===== src/rtl/core/stt_pkg.sv =====
`default_nettype none

package stt_pkg;

  localparam int SAMPLE_BITS_DEF = 12;
  localparam int ROW_BITS_DEF    = 8;
  localparam int FLAT_LIMIT_DEF  = 8;
  localparam int MAX_COLUMNS_DEF = 1024;
  localparam int FIFO_DEPTH_DEF  = 4;

  localparam int ROW_W  = 11;
  localparam int COL_W  = 10;
  localparam int NC_W   = 11;
  localparam int CFG_W  = 11;
  localparam int MODE_W = 2;
  localparam int SUM_W  = 13;
  localparam int OUT_W  = 32;
  localparam int APB_DW = 32;
  localparam int APB_AW = 4;

  typedef logic signed [ROW_W-1:0] row_t;

  localparam row_t ROW_MAX = 11'sd1023;
  localparam row_t ROW_MIN = -11'sd1024;
  localparam logic signed [SUM_W-1:0] SUM_ROW_MAX = 13'sd1023;
  localparam logic signed [SUM_W-1:0] SUM_ROW_MIN = -13'sd1024;

  localparam logic [MODE_W-1:0] MODE_FREE = 2'd0;
  localparam logic [MODE_W-1:0] MODE_RAMP = 2'd1;
  localparam logic [MODE_W-1:0] MODE_MIN  = 2'd2;

  localparam logic [1:0] REG_WIDTH  = 2'd0;
  localparam logic [1:0] REG_HEIGHT = 2'd1;
  localparam logic [1:0] REG_MODE   = 2'd2;

  localparam logic [CFG_W-1:0]  RST_WIDTH  = 11'd320;
  localparam logic [CFG_W-1:0]  RST_HEIGHT = 11'd240;
  localparam logic [MODE_W-1:0] RST_MODE   = MODE_RAMP;
  localparam row_t              RST_LAST_ROW = row_t'(RST_HEIGHT >> 1);

  typedef struct packed {
    logic [CFG_W-1:0]  width;
    logic [CFG_W-1:0]  height;
    logic [MODE_W-1:0] mode;
  } cfg_t;

  typedef struct packed {
    logic [COL_W-1:0] col;
    row_t             row;
  } entry_t;

endpackage

`default_nettype wire


===== src/rtl/core/stt_fifo.sv =====
`default_nettype none

module stt_fifo #(
  parameter int DEPTH = stt_pkg::FIFO_DEPTH_DEF
) (
  input  wire logic            clk,
  input  wire logic            rst_n,
  input  wire logic            push,
  input  wire stt_pkg::entry_t push_entry,
  output logic                 full,
  input  wire logic            pop,
  output stt_pkg::entry_t      head,
  output logic                 not_empty
);

  localparam int PTR_W = $clog2(DEPTH);
  localparam int CNT_W = $clog2(DEPTH + 1);

  stt_pkg::entry_t  slots [DEPTH];
  logic [PTR_W-1:0] wr_ptr_r, wr_ptr_nxt;
  logic [PTR_W-1:0] rd_ptr_r, rd_ptr_nxt;
  logic [CNT_W-1:0] count_r,  count_nxt;

  assign full      = (count_r == CNT_W'(DEPTH));
  assign not_empty = (count_r != '0);
  assign head      = slots[rd_ptr_r];

  always_comb begin
    wr_ptr_nxt = wr_ptr_r;
    rd_ptr_nxt = rd_ptr_r;
    count_nxt  = count_r;
    if (push) begin
      wr_ptr_nxt = (wr_ptr_r == PTR_W'(DEPTH - 1)) ? '0 : wr_ptr_r + PTR_W'(1);
    end
    if (pop) begin
      rd_ptr_nxt = (rd_ptr_r == PTR_W'(DEPTH - 1)) ? '0 : rd_ptr_r + PTR_W'(1);
    end
    case ({push, pop})
      2'b10:   count_nxt = count_r + CNT_W'(1);
      2'b01:   count_nxt = count_r - CNT_W'(1);
      default: count_nxt = count_r;
    endcase
  end

  always_ff @(posedge clk) begin
    if (push) begin
      slots[wr_ptr_r] <= push_entry;
    end
  end

  always_ff @(posedge clk) begin
    if (!rst_n) begin
      wr_ptr_r <= '0;
      rd_ptr_r <= '0;
      count_r  <= '0;
    end else begin
      wr_ptr_r <= wr_ptr_nxt;
      rd_ptr_r <= rd_ptr_nxt;
      count_r  <= count_nxt;
    end
  end

  a_no_overflow: assert property (@(posedge clk) disable iff (!rst_n)
    push |-> (!full || pop))
    else $error("queue written while full");

  a_no_underflow: assert property (@(posedge clk) disable iff (!rst_n)
    pop |-> not_empty)
    else $error("queue read while empty");

endmodule

`default_nettype wire


===== config.mk =====
export PLATFORM = sky130hd
export DESIGN_NAME = stt_fifo
export DESIGN_NICKNAME = d
export VERILOG_FILES = /design/src/rtl/core/stt_pkg.sv /design/src/rtl/core/stt_fifo.sv
export SDC_FILE = /design/constraint.sdc
export NUM_CORES = 1
export LEC_CHECK = 0
export ABC_AREA = 1
export BUFFER_PORTS_ARGS = -buffer_cell sky130_fd_sc_hd__buf_2
export CORE_MARGIN = 1.5
export CORE_UTILIZATION = 61
export DETAILED_ROUTE_END_ITERATION = 16
export PLACE_DENSITY_LB_ADDON = 0.12
export SLEW_MARGIN = 10
export SYNTH_ARGS = -nofsm -noshare
export SYNTH_HDL_FRONTEND = slang
export SYNTH_SLANG_ARGS = --single-unit

===== constraint.sdc =====
create_clock -name clk -period 2.4 [get_ports clk]
set_clock_uncertainty 0.1 [all_clocks]
set_input_delay 0.6 -clock clk [delete_from_list [all_inputs] [get_ports clk]]
set_output_delay 0.6 -clock clk [all_outputs]
set_load 0.1 [all_outputs]

**Yosys cells after proc, flatten, opt, wreduce, memory -nomap -nowiden**

Memories as Yosys holds them, arrays and structs flattened. A register that Yosys moved wholly into a read port is not among the register bits.
Cells that the tools add are included.

- Input port bits: 25
- Word-level logic and storage cells: 22
- Memories kept: 1
- RAM bits: 84
- Bits in registers: 7

Memories:

| name | words | bits a word | read ports | clocked after memory_dff | wr ports | RTL line | source |
|---|---|---|---|---|---|---|---|
| slots | 4 | 21 | 1 | 1 | 1 | stt_fifo.sv:19 | `stt_pkg::entry_t slots [DEPTH];` |

- Equal/unequal tests: 5
- Add/subtract/negate cells: 4
- Reductions and logical operators: 2
- Muxes and demuxes: 7

Operators with widths:

| kind | number |
|---|---|
| $mux W2 | 4 |
| $eq A2 B2 Y1 const B | 3 |
| $pmux W3 S2 | 1 |
| $add A2 B1 Y2 const B | 2 |
| $add A3 B1 Y3 const B | 1 |
| $eq A3 B3 Y1 const B | 1 |
| $reduce_bool A3 Y1 | 1 |
| $sub A3 B1 Y3 const B | 1 |
| $eq A2 B1 Y1 const B | 1 |
| $mux W1 | 2 |
| $reduce_bool A2 Y1 | 1 |

**Depth between registers and ports, before layout**

Gate-level depths: netlist of run 1.

- Depth in word-level cells: 4
- Depth in mapped cells: 8
- Depth with buffers taken out: 8

**Worst setup path after synthesis of run 1**

Ideal clock, no wire load.

- Path kind: reg-to-output
- From: reg count_r[0]
- To: out full
- Data required time: 1.700 ns
- Data arrival time: 2.418 ns
- Buffers on the path: 0
- Path slack: -0.718 ns
- Stages on the path, launching flop included: 2
- Path through: dfxtp_1 -> nor3_1

- Word-level cells in the longest chain between the ends: 1

RTL lines:

| item | RTL line | source |
|---|---|---|
| start: declaration | stt_fifo.sv:22 | `logic [CNT_W-1:0] count_r, count_nxt;` |
| start signal: assignment | stt_fifo.sv:59 | `count_r <= count_nxt;` |
| $eq A3 B3 Y1 | stt_fifo.sv:24 | `assign full = (count_r == CNT_W'(DEPTH));` |
| end: declaration | stt_fifo.sv:10 | `output logic full,` |

No other way between the ends.

==> results of run 1 <==
## layout by cell type (no fill, tap or decap), drive strengths merged
cell / n
edfxtp: 84
buf: 57
nor2: 53
o21ai: 45
o22ai: 21
inv: 15
nand2: 11
clkbuf: 10
dfxtp: 9
ha: 6
bufinv: 4
a21oi: 2
clkinvlp: 2
nor3: 2
xor2: 1
xnor2: 1
nand4: 1
fa: 1
## what timing repair did
| action | CTS | global route |
|---|---|---|
| endpoints found under the setup margin | 18 | 12 |
| gates resized for setup | 1 | 2 |
| setup buffers | 0 | 0 |
| endpoints found under the hold margin | 0 | 0 |
## worst min-delay path by stage
stage                        start            to  slack, ns  depth (start not counted)
floorplan              rd_ptr_r[0]      register       0.37                          2
global placement        count_r[2]    count_r[2]       0.40                          2
detailed placement      count_r[2]    count_r[2]       0.40                          2
CTS                 push_entry[20]  slots[3][20]       0.36                          1
global route        push_entry[19]  slots[3][19]       0.35                          1
finish              push_entry[10]  slots[2][10]       0.36                          1
## metrics by stage
stage | area [um2] | utilization (%)
after floorplan | 3769 | -
after global placement | 4388 | 77.78
after detailed placement | 4388 | 77.78
after CTS | 4652 | 82.46
after global routing | 4654 | 82.50
final | 4654 | 82.50
## registers in the layout, indices dropped and copies added (netlist names), named ones only
signal / cells
wr_ptr_r: 2
count_r: 3
slots: 84
rd_ptr_r: 2
## worst reg2reg max path: stages, from the launching register on
cell,delay [ns]
dfxtp_1,0.37
inv_1,0.11
ha_1,0.15
nand2_1,0.05
inv_1,0.10
buf_4,0.31
## power by group through the flow
stage	combinational (mW)	clock [mW]	sequential, mW
finish	1.05	1.32	1.89
global route	1.09	1.40	1.90
CTS	1.05	1.33	1.89
detailed placement	1.05	0	1.93
global placement	1.03	0	1.92
floorplan	0.703	0	1.91
## kinds of logic (layout without fill, tap and decap cells)
| kind of cell | count (synthesis) | count (layout) | synth area share [%] |
|---|---|---|---|
| AND/OR/NAND/NOR | 67 | 67 | 7.175 |
| buffers and inverters | 28 | 88 | 5.080 |
| AO/OA/AOI/OAI | 68 | 68 | 10.50 |
| XOR/XNOR | 2 | 2 | 0.4807 |
| flip-flops | 93 | 93 | 74.15 |
| adder cells (fa/ha/maj) | 7 | 7 | 2.609 |
## final cells by class
type / count / share of cell area, %
Clock inverter: 6 / 2.903
Clock buffer: 10 / 2.742
Timing Repair Buffer: 57 / 13.98
Inverter: 15 / 1.371
Sequential cell: 93 / 58.15
Multi-Input combinational cell: 144 / 18.92
Tap cell: 72 / 1.935
## metal layers
metal / vias to the layer above / part of all wire [%] / GRT usage, %
met5: - / 0 / 0
met4: 0 / 1.0 / 8.276
met3: 9 / 4.1 / 6.023
met2: 72 / 53 / 43.11
met1: 1103 / 42 / 29.02
li1: 1073 / - / -
==> run_results.csv, run 1 <==
group,metric,value,unit
cells_and_area,instances_no_fill,397,
detailed_routing,vias,2257,
worst_setup_path,cp_num_cells,4,
die,rows,27,
sta,min_period,2.325,ns
die,io_pins,48,
detailed_routing,route.detailed.drc,0,
power,pwr-share-clk,31.1,%
power,p_leak,1.757,nW
worst_setup_path,start_kind,"register",
die,initial_core_util,64.60,%
cells_and_area,layout-drive-gt1-share,30.77,%
worst_setup_path,crit_chain,"buf_4 > o21ai_0 > o22ai_2 > buf_12",
yosys,synth.area.top_cells,"edfxtp_1 69%, nor2_1 5.3%, dfxtp_1 4.9%",
sta,finalCritPeriodShare,96.88,%
yosys,yosysMostFrequentCell,"edfxtp_1",
detailed_routing,wl_per_cell,18.11,um
yosys,seq_area_frac_synth,74.15,%
grt,grt_overflow,0,
yosys,ys_ff_latch,93,
cells_and_area,layout-area-overhead-vs-synth,27.70,%
worst_setup_path,regToRegSetupSlack,0.89,ns
sta,hold-worst-slack,0.3633,ns
power,irDropWorstVdd,0.0007376,V
yosys,synth.cells.most_frequent,"84 x edfxtp_1, 51 x nor2_1, 27 x o21ai_1",
power,p_seq_share,44.3,%
power,powerDensity,916.1,nW/um2
power,p_int,2.984,mW
yosys,postSynthAreaPerCell,13.75,um2
worst_setup_path,crit_required,1.70,ns
detailed_routing,vias_per_cell,5.685,
yosys,synth_nets,297,
placed_design,portBuffers,47,
cells_and_area,num_antenna_cells,0,
worst_setup_path,end_kind,"primary output",
run_status,outcome,"finished clean",
clock_network,cts_tree,"built",
die,dieHeight,80.30,um
worst_setup_path,crit_slowest_cell,"dfxtp_4",
grt,antenna_found_initial,0,
worst_setup_path,endpoint,"head[14]",
placed_design,place.gp.congestion,0.6928,
cells_and_area,fill_cells,285,
grt,grt_pass1_vias,2248,
clock_network,clock_path_buffers,2,
sta,hold_viol,0,
sta,setup_viol,0,
yosys,yosysWarnings,0,
sta,clock.fmax,430.1,MHz
worst_setup_path,worstSetupPathType,"register to primary output",
placed_design,pre_cts_ws,0.2718,ns
yosys,synthFlopType,"edfxtp_1",
detailed_routing,postRouteAntennaNets,0,
worst_setup_path,crit_path_max_fanout,14,
worst_setup_path,path_buf_inv,2,
clock_network,clock_latency,0.35,ns
detailed_routing,drt_iter0_drc,203,
detailed_routing,routed_wl,7191,um
clock_network,cts.hold.buffers_added,0,
cells_and_area,fin_nets,352,
clock_network,clkTransAtPathRegs,0.09,ns
die,die-width,80.30,um
clock_network,cts.sinks,93,
sta,fin_ws,0.07497,ns
job,max-cap-violations,0,
cells_and_area,regArea,2706,um2
worst_setup_path,reg2reg_depth,5,
grt,grt_pass1_wl,11070,um
power,swShare,30.02,%
clock_network,cts-root-buf,"clkbuf_8",
sta,rsz0062_at_grt,"false",
placed_design,dpl.hpwl,4430,um
yosys,async_flop_share,0,%
worst_setup_path,critPathTopFamily,"flip-flops",
worst_setup_path,reg2reg_to,"slots[0][16]",
cells_and_area,multi_input_area,880.8,um2
die,core_area,5642,um2
yosys,synth_top_area_share,69.21,%
sta,fin_setup_tns,0,ns
yosys,netlist_instances,265,
power,totalPowerFinal,4.264,mW
sta,max_slew.worst_pin.slew,0.4836,ns
detailed_routing,drt_pass1_iterations,4,
clock_network,cts-htree-levels,3,
yosys,synth_largest_area_cell,"edfxtp_1",
power,p_switching,1.280,mW
sta,max-slew-margin-rel,67.98,%
clock_network,cts_made_buffers,9,
die,die_area,6448,um2
sta,slew_violations,0,
yosys,syn_area,3645,um2
worst_setup_path,arrival,1.63,ns
worst_setup_path,max_stage_delay,0.44,ns
yosys,synth_edf_count,84,
grt,grt_max_degree,43,
power,combPwrFrac,24.6,%
worst_setup_path,rr_startpoint,"wr_ptr_r[0]",
yosys,ys_types,23,
hold_path,hold_path.class,"input port to register",
grt,grt_util_all_layers,24.37,%
placed_design,dp.cells,381,
Note: power is estimated with default switching activity, not from simulation.
==> inputs of run 2 (changes only) <==
CORE_UTILIZATION = 50   (was 61)
clock period = 2.47 ns   (was 2.4 ns; I/O delays follow)
==> run 2 against run 1 <==
  * Sequential power down 3%
  * Combinational power shrank 18%
  * Cell count up 6.0%
  * Highest routed layer unchanged
==> run_results.csv, run 2 (same netlist as run 1, synthesis figures left out) <==
group,metric,value,unit
sta,finalCritPeriodShare,96.30,%
power,powerDensity,834.4,nW/um2
sta,slew_violations,0,
power,totalPowerFinal,3.644,mW
sta,rsz0062_at_grt,"false",
sta,fin_setup_tns,0,ns
power,irDropWorstVdd,0.0003896,V
cells_and_area,largest_register_ffs,84,
job,max-cap-violations,0,
sta,setup_viol,0,
cells_and_area,layout-drive-gt1-share,30.15,%
grt,grt_max_degree,43,
die,rows,30,
worst_setup_path,worstSetupPathType,"register to primary output",
power,p_leak,1.631,nW
worst_setup_path,crit_path_max_fanout,9,
detailed_routing,top_layer_used,"met4",
cells_and_area,top_register,"slots",
sta,fin_ws,0.09145,ns
worst_setup_path,crit_required,1.75,ns
placed_design,place.gp.congestion,0.6965,
die,io_pins,48,
grt,grt_pass1_vias,2172,
grt,grt_overflow,0,
sta,hold_viol,0,
die,dieHeight,88.38,um
clock_network,cts-root-buf,"clkbuf_8",
detailed_routing,drt_iter0_drc,130,
die,initial_core_util,52.77,%
detailed_routing,routed_wl,6621,um
cells_and_area,reg_top3,"slots x84, count_r x3",
run_status,outcome,"finished clean",
die,core_area,6907,um2
detailed_routing,drt-met1-wl,3049,um
sta,hold-worst-slack,0.3841,ns
clock_network,cts.hold.buffers_added,0,
worst_setup_path,end_kind,"primary output",
clock_network,cts.sinks,93,
worst_setup_path,arrival,1.66,ns
clock_network,clock_latency,0.34,ns
grt,grt_pass1_wl,10720,um
clock_network,cts_tree,"built",
cells_and_area,final_core_util,63.22,%
grt,antenna_found_initial,0,
worst_setup_path,start_kind,"register",
cells_and_area,final_cell_mix,"84 x edfxtp_1, 51 x nor2_1, 27 x o21ai_1",
clock_network,cts_made_buffers,9,
placed_design,pre_cts_ws,0.2524,ns
placed_design,portBuffers,47,
clock_network,cts-htree-levels,3,
detailed_routing,wl_per_cell,15.73,um
die,die-width,88.38,um
clock_network,clkTransAtPathRegs,0.08,ns
detailed_routing,vias_per_cell,5.245,
detailed_routing,wl_met3,159,um
grt,grt_util_all_layers,19.16,%
detailed_routing,vias,2208,
cells_and_area,layout_commonest_cell,"edfxtp_1",
cells_and_area,num_antenna_cells,0,
clock_network,clock_path_buffers,2,
detailed_routing,wl_met2,3312,um
cells_and_area,fin_nets,353,
sta,max_slew.worst_pin.slew,0.4841,ns
placed_design,dpl.hpwl,4022,um
detailed_routing,postRouteAntennaNets,0,
sta,max-slew-margin-rel,67.95,%
detailed_routing,drt_pass1_iterations,4,
cells_and_area,layout-area-overhead-vs-synth,19.81,%
detailed_routing,route.detailed.drc,0,
die,die_area,7811,um2
sta,min_period,2.379,ns
hold_path,hold_path.class,"input port to register",
sta,clock.fmax,420.4,MHz
[run 2: layout make-up]
type / count / area [um2]
multi-input cells: 144 / 880.8
clock buffers: 10 / 127.6
flip-flops and latches: 93 / 2708
inverters: 15 / 63.81
clock inverters: 5 / 52.55
well taps: 96 / 120.1
fillers: 562 / 2540
repair buffers: 58 / 414.1
[run 2: path summary, 6_finish.rpt]
| path | depth (start not counted) | from | slack [ns] | endpoint |
|---|---|---|---|---|
| worst min-delay path | 1 | push_entry[7] | 0.38 | slots[3][7] |
| worst max-delay path | 5 | register | 0.09 | head[10] |
| worst min register to register | 2 | count_r[2] | 0.41 | count_r[2] |
| worst max register to register | 4 | wr_ptr_r[0] | 1.01 | slots[3][9] |
[run 2: power by group]
part,switching (mW),leakage [nW],internal (mW)
registers,0.0379,0.847,1.80
logic,0.656,0.700,0.207
clock network,0.486,0.0835,0.456
[run 2: stage by stage]
stage / instance area [um2] / cells
after floorplan: 3769 / 265
after global placement: 4114 / 406
after detailed placement: 4114 / 406
after CTS: 4352 / 421
after global routing: 4367 / 421
final: 4367 / 421
[run 2: worst max-delay path: stages (launching register included)]
cell	delay (ns)
dfxtp_2	0.37
inv_1	0.23
buf_4	0.21
o21ai_1	0.08
o22ai_2	0.11
buf_4	0.31
[run 2: timing repair]
action | CTS | global route
setup endpoints to repair | 20 | 21
setup buffers | 0 | 0
resized for setup | 22 | 5
pin swaps | 0 | 0
[run 2: per-layer routing]
metal,up-vias,GRT usage (%)
li1,1074,-
met1,1092,25.67
met2,33,31.44
met3,9,2.799
met4,0,8.523
met5,-,0
