==> src/rtl/core/stt_pkg.sv <==
`default_nettype none

package stt_pkg;

  localparam int SAMPLE_BITS_DEF = 12;
  localparam int ROW_BITS_DEF    = 8;
  localparam int FLAT_LIMIT_DEF  = 8;
  localparam int MAX_COLUMNS_DEF = 1024;
  localparam int FIFO_DEPTH_DEF  = 4;

  localparam int ROW_W  = 11;
  localparam int COL_W  = 10;
  localparam int NC_W   = 11;
  localparam int CFG_W  = 11;
  localparam int MODE_W = 2;
  localparam int SUM_W  = 13;
  localparam int OUT_W  = 32;
  localparam int APB_DW = 32;
  localparam int APB_AW = 4;

  typedef logic signed [ROW_W-1:0] row_t;

  localparam row_t ROW_MAX = 11'sd1023;
  localparam row_t ROW_MIN = -11'sd1024;
  localparam logic signed [SUM_W-1:0] SUM_ROW_MAX = 13'sd1023;
  localparam logic signed [SUM_W-1:0] SUM_ROW_MIN = -13'sd1024;

  localparam logic [MODE_W-1:0] MODE_FREE = 2'd0;
  localparam logic [MODE_W-1:0] MODE_RAMP = 2'd1;
  localparam logic [MODE_W-1:0] MODE_MIN  = 2'd2;

  localparam logic [1:0] REG_WIDTH  = 2'd0;
  localparam logic [1:0] REG_HEIGHT = 2'd1;
  localparam logic [1:0] REG_MODE   = 2'd2;

  localparam logic [CFG_W-1:0]  RST_WIDTH  = 11'd320;
  localparam logic [CFG_W-1:0]  RST_HEIGHT = 11'd240;
  localparam logic [MODE_W-1:0] RST_MODE   = MODE_RAMP;
  localparam row_t              RST_LAST_ROW = row_t'(RST_HEIGHT >> 1);

  typedef struct packed {
    logic [CFG_W-1:0]  width;
    logic [CFG_W-1:0]  height;
    logic [MODE_W-1:0] mode;
  } cfg_t;

  typedef struct packed {
    logic [COL_W-1:0] col;
    row_t             row;
  } entry_t;

endpackage

`default_nettype wire

==> src/rtl/core/stt_front.sv <==
`default_nettype none

module stt_front #(
  parameter int SAMPLE_BITS = stt_pkg::SAMPLE_BITS_DEF,
  parameter int ROW_BITS    = stt_pkg::ROW_BITS_DEF,
  parameter int FLAT_LIMIT  = stt_pkg::FLAT_LIMIT_DEF,
  parameter int MAX_COLUMNS = stt_pkg::MAX_COLUMNS_DEF
) (
  input  wire logic                   clk,
  input  wire logic                   rst_n,
  input  wire stt_pkg::cfg_t          cfg,
  input  wire logic                   in_tvalid,
  output logic                        in_tready,
  input  wire logic [SAMPLE_BITS-1:0] sample,
  input  wire logic                   buffer_start,
  input  wire logic                   fifo_full,
  output logic                        push,
  output stt_pkg::entry_t             push_entry
);

  localparam int HALF_ROW  = 2 ** (ROW_BITS - 1);
  localparam int FLAT_BITS = $clog2(FLAT_LIMIT + 1);

  logic [ROW_BITS-1:0]              scaled;
  logic signed [stt_pkg::SUM_W-1:0] raw_row;
  stt_pkg::row_t                    y;
  logic [stt_pkg::CFG_W-1:0]        eff_width;
  logic                             trig;
  logic                             accept;
  logic                             emit;
  logic                             go;
  logic                             restart;
  logic [stt_pkg::NC_W-1:0]         col_x;

  logic [stt_pkg::NC_W-1:0] next_col_r,  next_col_nxt;
  stt_pkg::row_t            last_row_r,  last_row_nxt;
  logic                     armed_r,     armed_nxt;
  logic [FLAT_BITS-1:0]     flat_r,      flat_nxt;
  stt_pkg::row_t            run_peak_r,  run_peak_nxt;
  stt_pkg::row_t            prev_peak_r, prev_peak_nxt;

  generate
    if (SAMPLE_BITS >= ROW_BITS) begin : g_down
      assign scaled = ROW_BITS'(sample >> (SAMPLE_BITS - ROW_BITS));
    end else begin : g_up
      assign scaled = ROW_BITS'(sample) << (ROW_BITS - SAMPLE_BITS);
    end
  endgenerate

  always_comb begin
    raw_row = $signed(stt_pkg::SUM_W'(cfg.height >> 1))
            + $signed(stt_pkg::SUM_W'(HALF_ROW))
            - $signed(stt_pkg::SUM_W'(scaled));
    if (raw_row > stt_pkg::SUM_ROW_MAX) begin
      y = stt_pkg::ROW_MAX;
    end else if (raw_row < stt_pkg::SUM_ROW_MIN) begin
      y = stt_pkg::ROW_MIN;
    end else begin
      y = stt_pkg::row_t'(raw_row);
    end
  end

  assign eff_width = (cfg.width > stt_pkg::CFG_W'(MAX_COLUMNS)) ?
                     stt_pkg::CFG_W'(MAX_COLUMNS) : cfg.width;
  assign trig      = (cfg.mode == stt_pkg::MODE_RAMP) || (cfg.mode == stt_pkg::MODE_MIN);
  assign in_tready = !fifo_full;
  assign accept    = in_tvalid && in_tready;

  always_comb begin
    prev_peak_nxt = prev_peak_r;
    run_peak_nxt  = run_peak_r;
    armed_nxt     = armed_r;
    flat_nxt      = flat_r;
    last_row_nxt  = last_row_r;
    next_col_nxt  = next_col_r;
    go            = 1'b1;
    restart       = 1'b0;
    emit          = 1'b0;

    if (buffer_start) begin
      prev_peak_nxt = run_peak_r;
      run_peak_nxt  = '0;
      armed_nxt     = 1'b0;
      flat_nxt      = '0;
    end
    if (y > run_peak_nxt) begin
      run_peak_nxt = y;
    end

    if (next_col_r >= eff_width) begin
      restart = 1'b1;
      if (trig) begin
        if (cfg.mode == stt_pkg::MODE_MIN && !armed_nxt && y >= prev_peak_nxt) begin
          armed_nxt = 1'b1;
        end
        if (y == last_row_r) begin
          flat_nxt = flat_nxt + FLAT_BITS'(1);
          if (flat_nxt < FLAT_BITS'(FLAT_LIMIT)) begin
            go = 1'b0;
          end else begin
            flat_nxt = '0;
          end
        end else if (y > last_row_r) begin
          last_row_nxt = y;
          flat_nxt     = '0;
          if (cfg.mode == stt_pkg::MODE_RAMP) begin
            armed_nxt = 1'b1;
          end
          go = 1'b0;
        end else begin
          last_row_nxt = y;
          flat_nxt     = '0;
          if (!armed_nxt) begin
            go = 1'b0;
          end
        end
        if (go) begin
          armed_nxt = 1'b0;
        end
      end
    end

    col_x = restart ? '0 : next_col_r;
    if (go && col_x < stt_pkg::NC_W'(MAX_COLUMNS)) begin
      emit         = 1'b1;
      next_col_nxt = col_x + stt_pkg::NC_W'(1);
      if (trig) begin
        last_row_nxt = y;
      end
    end else if (go) begin
      next_col_nxt = col_x;
    end
  end

  assign push           = accept && emit;
  assign push_entry.col = col_x[stt_pkg::COL_W-1:0];
  assign push_entry.row = y;

  always_ff @(posedge clk) begin
    if (!rst_n) begin
      next_col_r  <= '0;
      last_row_r  <= stt_pkg::RST_LAST_ROW;
      armed_r     <= 1'b0;
      flat_r      <= '0;
      run_peak_r  <= '0;
      prev_peak_r <= '0;
    end else if (accept) begin
      next_col_r  <= next_col_nxt;
      last_row_r  <= last_row_nxt;
      armed_r     <= armed_nxt;
      flat_r      <= flat_nxt;
      run_peak_r  <= run_peak_nxt;
      prev_peak_r <= prev_peak_nxt;
    end
  end

endmodule

`default_nettype wire

==> config.mk <==
export PLATFORM = sky130hd
export DESIGN_NAME = stt_front
export DESIGN_NICKNAME = d
export VERILOG_FILES = /design/src/rtl/core/stt_pkg.sv /design/src/rtl/core/stt_front.sv
export SDC_FILE = /design/constraint.sdc
export NUM_CORES = 1
export LEC_CHECK = 0
export BUFFER_PORTS_ARGS = -buffer_cell sky130_fd_sc_hd__buf_2
export CAP_MARGIN = 20
export CORE_UTILIZATION = 40
export CTS_BUF_LIST = sky130_fd_sc_hd__clkbuf_4
export DETAILED_ROUTE_END_ITERATION = 8
export PLACE_DENSITY_LB_ADDON = 0.12
export SETUP_SLACK_MARGIN = 0.5
export SYNTH_ARGS = -nofsm -noshare
export SYNTH_HDL_FRONTEND = slang
export SYNTH_SLANG_ARGS = --single-unit
==> constraint.sdc <==
create_clock -name clk -period 28.5 [get_ports clk]
set_input_delay 8.55 -clock clk [delete_from_list [all_inputs] [get_ports clk]]
set_output_delay 8.55 -clock clk [all_outputs]
set_load 0.005 [all_outputs]
After elaboration in Yosys (flattened, before gate mapping)

Cells that the tools add are included.
W data, S select, Z words.

Flip-flop bits (word level): 49
Bits of input ports: 41
Word-level logic and storage cells: 71

$add $sub $neg: 4
$lt $le $gt $ge: 9
Eq/ne operators: 3
Muxes and demuxes: 39
Reduce and logical (&&, ||, !) cells: 10

Operator list:

| operator                | count |
|---|---|
| $mux W11                | 14 |
| $ge A11 B11 Y1          | 2 |
| $gt A11 B11 Y1          | 2 |
| $mux W1                 | 20 |
| $mux W4                 | 5 |
| $gt A12 B11 Y1 const B  | 1 |
| $lt A12 B11 Y1 const B  | 1 |
| $sub A11 B8 Y12         | 1 |
| $add A10 B8 Y11 const B | 1 |
| $add A11 B1 Y11 const B | 1 |
| $eq A11 B11 Y1          | 1 |
| $gt A11 B11 Y1 const B  | 1 |
| $lt A11 B11 Y1 const B  | 1 |
| $logic_and A1 B1 Y1     | 5 |
| $add A4 B1 Y4 const B   | 1 |
| $lt A4 B4 Y1 const B    | 1 |
| $eq A2 B1 Y1 const B    | 1 |
| $eq A2 B2 Y1 const B    | 1 |
| $logic_not A1 Y1        | 2 |
| $reduce_and A2 Y1       | 1 |
| $reduce_bool A2 Y1      | 1 |
| $logic_or A1 B1 Y1      | 1 |

Longest topological paths before layout

Gate-level depths: netlist (run 1).

Depth after elaboration: 20
Depth in mapped cells: 22
Gate-level depth less buffers: 20

Worst setup path before layout (run 1)

Ideal clock, no wire load.

Kind: input -> output
Start point: input port sample[6]
End point: output port push
Arrival time: 12422 ps
Required time: 19950 ps
Path slack: 7528 ps
Cell stages on the path: 17
Buffers on the path: 1
Cell sequence: inv_1 > ha_1 > ha_1 > a21o_1 > nand4_1 > a2111oi_2 > nor4_2 > or3_1 > buf_2 > a21oi_1 > ha_1 > nand4_1 > a211oi_1 > nand4bb_1 > a311o_1 > a211o_1 > and3_1

RTL lines:

| element     | line            | RTL |
|---|---|---|
| from (decl) | stt_front.sv:14 | `input wire logic [SAMPLE_BITS-1:0] sample,` |
| to (decl)   | stt_front.sv:17 | `output logic push,` |

Final worst setup path (run 1)

Start point: input port cfg[4] (netlist bit)
End point: output port push

Word-level cells in the longest chain between the ends: 20

RTL lines:

| element               | line             | RTL |
|---|---|---|
| from (decl)           | stt_front.sv:11  | `input wire stt_pkg::cfg_t cfg,` |
| $add A10 B8 Y11 *     | stt_front.sv:52  | `+ $signed(stt_pkg::SUM_W'(HALF_ROW))` |
| $sub A11 B8 Y12 *     | stt_front.sv:53  | `- $signed(stt_pkg::SUM_W'(scaled));` |
| $lt A12 B11 Y1        | stt_front.sv:56  | `end else if (raw_row < stt_pkg::SUM_ROW_MIN) begin` |
| $mux W11              | stt_front.sv:56  |  |
| $mux W11 *            | stt_front.sv:54  | `if (raw_row > stt_pkg::SUM_ROW_MAX) begin` |
| $ge A11 B11 Y1        | stt_front.sv:93  | `if (cfg.mode == stt_pkg::MODE_MIN && !armed_nxt && y >= prev_peak_nxt) begin` |
| $logic_and A1 B1 Y1   | stt_front.sv:93  |  |
| $mux W1               | stt_front.sv:93  |  |
| (+4 left out)         | -                |  |
| $mux W1 *             | stt_front.sv:96  | `if (y == last_row_r) begin` |
| $mux W1 *             | stt_front.sv:92  | `if (trig) begin` |
| $mux W1 *             | stt_front.sv:90  | `if (next_col_r >= eff_width) begin` |
| $mux W1 *             | stt_front.sv:92  |  |
| $mux W1 *             | stt_front.sv:90  |  |
| $logic_and A1 B1 Y1 * | stt_front.sv:124 | `if (go && col_x < stt_pkg::NC_W'(MAX_COLUMNS)) begin` |
| $mux W1 *             | stt_front.sv:124 |  |
| $logic_and A1 B1 Y1 * | stt_front.sv:135 | `assign push = accept && emit;` |

Mark *: on every way between the ends. The rest lies on a longest branch, timed or not. The select of a mux whose other input is x is not followed.

==> results of run 1 <==
cell type report:
cell class / instances / area [µm²] / share of cell area, %
Clock buffer: 5 / 37.5 / 0.802
Inverter: 44 / 165 / 3.53
Timing Repair Buffer: 60 / 305 / 6.53
Clock inverter: 3 / 21.3 / 0.455
Sequential cell: 49 / 981 / 21.0
Tap cell: 136 / 170 / 3.64
Multi-Input combinational cell: 417 / 3000 / 64.1
power breakdown:
| group | switching (µW) | total [µW] | internal, µW |
|---|---|---|---|
| combinational | 47.7 | 80.2 | 32.5 |
| sequential | 2.73 | 75.1 | 72.3 |
| clock | 24.5 | 34.4 | 9.83 |
| total | 75.0 | 190 | 115 |
critical path: stages:
cell and delay (ns):
buf_2 0.10, ha_1 0.28, ha_1 0.23, fa_1 0.42, a21oi_1 0.18, o21ai_1 0.14
o21ai_0 0.30, and2_1 0.54, nor3_1 0.17, o21ai_0 0.73, ha_1 0.26, nand3b_1 0.10
a211oi_1 0.08, nand4bb_1 0.22, a311o_1 0.45, a211o_1 0.36, and3_1 0.24, buf_2 0.14
cell usage in the layout, fill, tap and decap left out, drive strengths merged, types with 3 or more instances in the layout:
| master | n |
|---|---|
| a211oi | 15 |
| a21o | 5 |
| a21oi | 31 |
| a31o | 3 |
| a31oi | 5 |
| a32o | 11 |
| and2 | 11 |
| and3 | 5 |
| buf | 60 |
| clkbuf | 5 |
| clkinv | 3 |
| dfxtp | 49 |
| ha | 66 |
| inv | 43 |
| mux2i | 14 |
| nand2 | 52 |
| nand2b | 13 |
| nand3 | 11 |
| nand4 | 11 |
| nor2 | 42 |
| nor2b | 10 |
| nor3 | 9 |
| nor4 | 3 |
| o211ai | 7 |
| o21a | 9 |
| o21ai | 27 |
| o31ai | 3 |
| o32ai | 3 |
| or2 | 3 |
| or3 | 3 |
| xnor2 | 3 |
| xor2 | 3 |
logic make-up after synthesis:
group	count (synthesis)	synth area share (%)
and+or+nand+nor	186	22.2
AOI/OAI and AO/OA	140	23.0
adders and majority gates	69	20.4
buffers and inverters	65	6.12
DFF	49	23.2
muxes	16	3.84
xor gates and xnor gates	6	1.24
metal layers:
metal | up-vias | track usage [%]
met3 | 6 | 2.62
li1 | 2030 | -
met2 | 70 | 34.7
met4 | 0 | 4.43
met5 | - | 0
met1 | 1826 | 27.0
state kept, by name (all words and copies together), names as in the netlist:
register	count
flat_r	4
run_peak_r	11
last_row_r	11
next_col_r	11
armed_r	1
prev_peak_r	11
stage by stage:
stage	hold slack, ns	total power [µW]	instance area (µm²)	setup WS, ns
finish	0.458	190	4680	6.44
detailed placement	0.442	157	4620	6.40
CTS	0.462	192	4680	6.38
global route	0.474	206	4680	5.94
floorplan	0.424	133	4240	7.53
global placement	0.439	155	4620	6.42
path summary, 6_finish.rpt:
check / end / startpoint / depth (start not counted) / slack, ns
setup / recovery: push / cfg[4] / 18 / 6.44
hold / removal: flat_r[3]$_SDFFE_PN0P_ / flat_r[3]$_SDFFE_PN0P_ / 2 / 0.46
setup reg to reg: next_col_r[4]$_SDFFE_PN0P_ / next_col_r[10]$_SDFFE_PN0P_ / 10 / 25.07
hold reg to reg: flat_r[3]$_SDFFE_PN0P_ / flat_r[3]$_SDFFE_PN0P_ / 2 / 0.46
==> results.yml, run 1 <==
status:
  status: "finished clean"
placed_design:
  hpwl_um: 8190
  finalWeightedCongestion: 0.786
  io_buffer_count: 58
  dp_cells: 706
cts:
  cts-buffers-inserted: 5
  cts_root_buffer: "clkbuf_4"
  cts_tree: "yes"
  post_cts_resized: 0
  post_cts.repair.setup_buffers: 0
  ctsHoldBuffers: 0
  clkTransAtPathRegs_ns: 0.15
  ctsHtreeMaxLevel: 2
  cts_num_sinks: 49
  clockBufferDepth: 2
  clk_latency_ns: 0.38
sta:
  grt_setup_unrepaired: "no"
  worst_clock_skew_ns: 0.0209
  min_period_over_period_pct: 77.4
  final.setup.tns_ns: 0
  finalHoldViolCount: 0
  setup_violations: 0
  fin_crit_ns: 22.06
  report.final.slew_viol_count: 0
  relSlewSlack_pct: 40.1
  tightest_slew_ns: 0.889
  fmax_mhz: 45.3
setup_path:
  critical_path_required_ns: 19.95
  critPathLaunchType: "input pin"
  crit_type: "in -> out"
  path_max_fanout: 13
  cp-end-kind: "output port"
  arrival_ns: 13.51
global_route:
  grt_antenna_before_repair: 0
  grt_max_degree: 42
  grt-ovfl-total: 0
  track_usage_pct: 20.3
  grt_pass1_wl_um: 18200
  grt_pass1_vias: 3718
synth:
  yosysSeqAreaShare_pct: 23.2
  syn_inst: 531
  synth_area_per_cell_um2: 7.98
  synth_most_common_cell: "ha_1"
  synth_top_area_cell: "dfxtp_1"
  synth_top_area_share_pct: 23.2
  ys_ff_latch: 49
  syn_nets: 639
  yosys-top-cells-area: "dfxtp_1, ha_1, nand2_1, inv_1, nor2_1"
  yosysWarnings: 0
  synth.distinct_cells: 66
  synthArstFlopShare_pct: 0
  synth_commonest_cells: "ha_1, nand2_1, dfxtp_1"
  syn-cell-area_um2: 4240
  synth_edf_count: 0
  ys.flop_type: "dfxtp_1"
routing:
  m1WireLength_um: 5190
  drc_errors: 0
  detail-route-antenna-nets: 0
  firstDrtPassIters: 4
  totalWireLength_um: 10600
  wl_met3_um: 458
  top_layer: "met4"
  dr.first_iter.drc_count: 161
  viasPerCell: 5.51
  wl_met2_um: 4880
  post_drt_wl_per_cell_um: 14.9
  vias: 3932
floorplan:
  fp-row-count: 37
  die_y_um: 105
  boundaryPins: 64
  die-area_um2: 11000
  die_x_um: 105
  core_area_um2: 10300
  start_util_pct: 41.2
power_and_ir_drop:
  power_density_nw_per_um2: 40.5
  p_leak_uw: 0.00209
  ir_drop_mv: 0.0177
flow_run:
  drv_cap: 0
layout:
  utilization_pct: 45.5
  fin_nets: 685
  layout-drive-gt1-share_pct: 14.5
  synthToLayoutAreaGrowth_pct: 10.5
  nFillCells: 1067
  antennaDiodeCount: 0
  layoutNonFillerInstCount: 714
hold_path:
  min_path_type: "reg -> reg"
(Power assumes the default switching activity.)
==> inputs of run 2 (changes only) <==
- clock period: 28.5 -> 19.55 ns (I/O delays scaled with it)
==> run 2 against run 1 <==
  * Sequential cell count unchanged
  * Power grew 46%
  * Clock-buffer cell count unchanged
  * First-iteration DRC count shrank 2.5%
  * Worst hold slack improved by 0.0016 ns
  * Sequential power is 45% higher
  * Sequential share of layout area hardly changed
  * Clock power grew 47%
  * Combinational power up 46%
  * Via count shrank 0.84%
  * Die area stayed put
  * Critical path depth unchanged
==> results.yml, run 2 (synthesis gave the netlist of run 1 again) <==
status:
  status: "finished clean"
power_and_ir_drop:
  power.switching_uw: 110
  p_clk_share_pct: 18.3
  ir_drop_mv: 0.0273
  seqPwrFrac_pct: 39.4
  internal_power_uw: 167
  power_uw: 278
  combPwrFrac_pct: 42.3
  sw_frac_of_total_pct: 39.7
  power_density_nw_per_um2: 59.3
  p_leak_uw: 0.00209
hold_path:
  min-delay-start: "flat_r[3]$_SDFFE_PN0P_"
  hold-path-endpoint: "flat_r[3]$_SDFFE_PN0P_"
  min_path_type: "reg -> reg"
  hold-path-cell-count: 2
layout:
  fin_nets: 685
  antennaDiodeCount: 0
  layout_common_cells: "ha_1, buf_2, nand2_1"
  layout_commonest_cell: "ha_1"
  synthToLayoutAreaGrowth_pct: 10.5
  layout-drive-gt1-share_pct: 14.5
sta:
  relSlewSlack_pct: 39.8
  grt_setup_unrepaired: "no"
  finalHoldViolCount: 0
  worst_clock_skew_ns: 0.00908
  report.final.slew_viol_count: 0
  fmax_mhz: 59.5
  final.setup.tns_ns: 0
  min_period_over_period_pct: 86.0
  tightest_slew_ns: 0.894
  fin_crit_ns: 16.81
  setup_violations: 0
setup_path:
  crit_family: "compound AO/OA/AOI/OAI gates"
  path_max_fanout: 13
  crit_buf_inv: 2
  critPathLaunchType: "input pin"
  critical_path_required_ns: 13.68
  reg2reg_from: "next_col_r[10]$_SDFFE_PN0P_"
  rrSetupSlack_ns: 16.08
  cp_common_cell: "ha_1"
  path_cells: "buf_2, ha_1, ha_1, fa_1, a21oi_1, o21ai_1, o21ai_0, and2_1, or3_1, a21oi_1, ha_1, nand4_1, a211oi_1, o21bai_1, a311o_1, a211o_1, and3_1, buf_2"
  arrival_ns: 10.94
  r2r_cells: 10
  reg2reg_to: "next_col_r[4]$_SDFFE_PN0P_"
  crit_type: "in -> out"
  cp_slowest_cell: "and2_1"
  cp-end-kind: "output port"
  slowest_delay_ns: 0.55
cts:
  post_cts_resized: 0
  cts-buffers-inserted: 5
  clockBufferDepth: 2
  cts_root_buffer: "clkbuf_4"
  cts_tree: "yes"
  ctsHtreeMaxLevel: 2
  cts_num_sinks: 49
  post_cts.repair.setup_buffers: 0
  clk_latency_ns: 0.37
  clkTransAtPathRegs_ns: 0.16
  ctsHoldBuffers: 0
routing:
  viasPerCell: 5.46
  drc_errors: 0
  vias: 3899
  totalWireLength_um: 10700
  detail-route-antenna-nets: 0
  firstDrtPassIters: 4
  dr.first_iter.drc_count: 157
  post_drt_wl_per_cell_um: 15.0
flow_run:
  drv_cap: 0
floorplan:
  core_area_um2: 10300
  die_y_um: 105
  fp-row-count: 37
  start_util_pct: 41.2
  die-area_um2: 11000
  die_x_um: 105
  boundaryPins: 64
global_route:
  grt_pass1_wl_um: 18100
  track_usage_pct: 20.1
  grt_max_degree: 42
  grt_pass1_vias: 3750
  grt_antenna_before_repair: 0
  grt-ovfl-total: 0
placed_design:
  finalWeightedCongestion: 0.785
  hpwl_um: 8070
  io_buffer_count: 58
-- run 2: cell types whose count changed in the layout (fill, tap and decap cells not counted), sizes merged --
cell | previous run | this run
clkinvlp | 1 | 0
inv | 43 | 42
clkinv | 3 | 5
-- run 2: metal layers --
| layer | part of all wire (%) | vias up | global-route usage [%] |
|---|---|---|---|
| li1 | - | 2020 | - |
| met1 | 50 | 1807 | 28.0 |
| met2 | 46 | 67 | 33.8 |
| met3 | 3.7 | 5 | 2.18 |
| met4 | 0.43 | 0 | 3.22 |
| met5 | 0 | - | 0 |
-- run 2: cell type report --
| cell class | instances | area [µm²] |
|---|---|---|
| tap | 136 | 170 |
| fill | 1057 | 5600 |
| sequential | 49 | 981 |
| inverter | 44 | 165 |
| clock inverter | 3 | 22.5 |
| multi-input combinational | 417 | 3000 |
| clock buffer | 5 | 37.5 |
| timing repair buffer | 60 | 305 |
-- run 2: tightest hold or removal path, stage by stage, from the launching register on --
cell and delay (ns):
dfxtp_1 0.35, nand2_1 0.05, a21oi_1 0.03
-- run 2: worst max-delay path by stage --
stage	start	end	slack, ns	depth (start not counted)
3_5_place_dp	cfg[4]	push	2.76	17
3_3_place_gp	cfg[4]	push	2.81	17
5_1_grt	cfg[4]	push	2.31	18
2_1_floorplan	sample[6]	push	3.95	17
4_1_cts	cfg[4]	push	2.76	17
6_report	cfg[4]	push	2.74	18
-- run 2: through the flow --
step	std cells	hold WS (ns)	setup slack (ns)	cell area, µm²	utilization [%]
2_1_floorplan	531	0.424	3.95	4240	-
3_3_place_gp	706	0.435	2.81	4620	44.9
3_5_place_dp	706	0.439	2.76	4620	44.9
4_1_cts	714	0.459	2.76	4680	45.5
5_1_grt	714	0.506	2.31	4680	45.5
6_report	714	0.460	2.74	4680	45.5
-- run 2: power groups by stage --
| stage | sequential (µW) | combinational (µW) | clock [µW] |
|---|---|---|---|
| 2_1_floorplan | 110 | 83.4 | 0 |
| 3_3_place_gp | 112 | 114 | 0 |
| 3_5_place_dp | 112 | 117 | 0 |
| 4_1_cts | 109 | 118 | 52.4 |
| 5_1_grt | 110 | 134 | 56.0 |
| 6_report | 109 | 117 | 50.7 |
==> inputs of run 3 (changes only) <==
- REMOVE_ABC_BUFFERS: unset -> 1
- clock period: 19.55 -> 13.8 ns (I/O delays scaled with it)
==> run 3 against run 2 <==
  * Die area stayed put
  * Clock power is 36% higher
  * Largest cell class unchanged
  * Power up 40%
  * Via count up 1.2%
==> results.yml, run 3 (synthesis gave the netlist of run 1 again) <==
floorplan:
  die_x_um: 105
  boundaryPins: 64
  start_util_pct: 41.2
  die_y_um: 105
  die-area_um2: 11000
  fp-row-count: 37
  core_area_um2: 10300
layout:
  multi_input_area_um2: 3000
  antennaDiodeCount: 0
  ff_latch_area_um2: 981
  nFillCells: 1051
  fin_nets: 689
  synthToLayoutAreaGrowth_pct: 11.1
  final_area_um2: 4700
  layout_commonest_cell: "ha_1"
  layout_common_cells: "ha_1, buf_2, nand2_1"
  layout-drive-gt1-share_pct: 15.1
power_and_ir_drop:
  power_density_nw_per_um2: 82.7
  p_leak_uw: 0.00211
  ir_drop_mv: 0.0464
sta:
  relSlewSlack_pct: 55.2
  worst_clock_skew_ns: 0.0177
  tightest_slew_ns: 0.671
  min_period_over_period_pct: 93.7
  fin_ws_ns: 0.865
  fmax_mhz: 77.3
  grt_setup_unrepaired: "no"
  final.setup.tns_ns: 0
  finalHoldViolCount: 0
  setup_violations: 0
  report.final.slew_viol_count: 0
  fin_crit_ns: 12.93
setup_path:
  path_max_fanout: 6
  crit_type: "in -> out"
  arrival_ns: 8.79
  reg2reg_to: "next_col_r[4]$_SDFFE_PN0P_"
  cp_slowest_cell: "a2111oi_2"
  rrSetupSlack_ns: 10.37
  path_cells: "buf_2, ha_1, ha_1, a21o_1, nand4_1, a2111oi_2, nor4_2, nor3_1, nor2_1, nor2_1, ha_1, a21oi_1, a211oi_1, nand4bb_1, a311o_1, a211o_1, and3_1, buf_2"
  critPathLaunchType: "input pin"
  r2r_cells: 10
  critical_path_required_ns: 9.66
  reg2reg_from: "next_col_r[10]$_SDFFE_PN0P_"
  slowest_delay_ns: 0.55
  cp_common_cell: "ha_1"
  cp-end-kind: "output port"
placed_design:
  io_buffer_count: 58
  pre_cts_ws_ns: 0.934
  finalWeightedCongestion: 0.787
  dpl_cell_area_um2: 4650
  hpwl_um: 7880
routing:
  totalWireLength_um: 10200
  post_drt_wl_per_cell_um: 14.2
  detail-route-antenna-nets: 0
  dr.first_iter.drc_count: 225
  drc_errors: 0
  viasPerCell: 5.49
  vias: 3945
  firstDrtPassIters: 5
global_route:
  grt-ovfl-total: 0
  track_usage_pct: 19.2
  grt_max_degree: 42
  grt_pass1_wl_um: 17400
  grt_pass1_vias: 3607
  grt_antenna_before_repair: 0
cts:
  post_cts.repair.setup_buffers: 0
  post_cts_resized: 0
  clkTransAtPathRegs_ns: 0.15
  cts-buffers-inserted: 5
  clockBufferDepth: 2
  clk_latency_ns: 0.38
  cts_root_buffer: "clkbuf_4"
  cts_tree: "yes"
  cts_num_sinks: 49
  ctsHtreeMaxLevel: 2
  ctsHoldBuffers: 0
hold_path:
  min_path_type: "reg -> reg"
  hold-path-cell-count: 2
  min-delay-start: "flat_r[3]$_SDFFE_PN0P_"
  hold-path-endpoint: "flat_r[3]$_SDFFE_PN0P_"
flow_run:
  drv_cap: 0
status:
  status: "finished clean"
-- run 3: worst max-delay path: cells and delay by family --
family | cells | cell delay (ns)
compound gates | 6 | 1.79
fa+ha+maj | 3 | 0.96
buf+inv | 2 | 0.23
simple gates | 7 | 1.69
-- run 3: worst max-delay path by stage --
stage                         start    to  slack, ns  cells after the start
after floorplan           sample[5]  push       1.65                     17
after global placement       cfg[4]  push       0.93                     18
after detailed placement     cfg[4]  push       0.93                     18
after CTS                    cfg[4]  push       0.90                     18
after global routing      sample[5]  push       0.50                     19
final                        cfg[5]  push       0.87                     18
-- run 3: final cells by class --
cell class | count | area share (%)
clock inverter | 3 | 0.372
sequential | 49 | 20.9
timing repair buffer | 64 | 7.13
clock buffer | 5 | 0.798
tap | 136 | 3.62
multi-input combinational | 417 | 63.7
inverter | 44 | 3.51
-- run 3: metrics by stage --
| step | hold slack, ns | util (%) | power (µW) | cells |
|---|---|---|---|---|
| 3_3_place_gp | 0.436 | 45.2 | 318 | 710 |
| 6_report | 0.455 | 45.8 | 389 | 718 |
| 4_1_cts | 0.459 | 45.8 | 391 | 718 |
| 3_5_place_dp | 0.439 | 45.2 | 323 | 710 |
| 2_1_floorplan | 0.424 | - | 270 | 510 |
| 5_1_grt | 0.468 | 45.8 | 422 | 718 |
-- run 3: routing by layer --
metal	up-vias	global-route usage [%]	routed length, µm
li1	2034	-	-
met1	1845	28.1	5290
met2	62	30.2	4530
met3	4	2.99	302
met4	0	2.41	55
met5	-	0	0
-- run 3: power by group --
part | internal (µW) | switching (µW)
Clock | 19.3 | 49.9
Sequential | 149 | 5.25
Combinational | 69.4 | 95.9
Total | 238 | 151
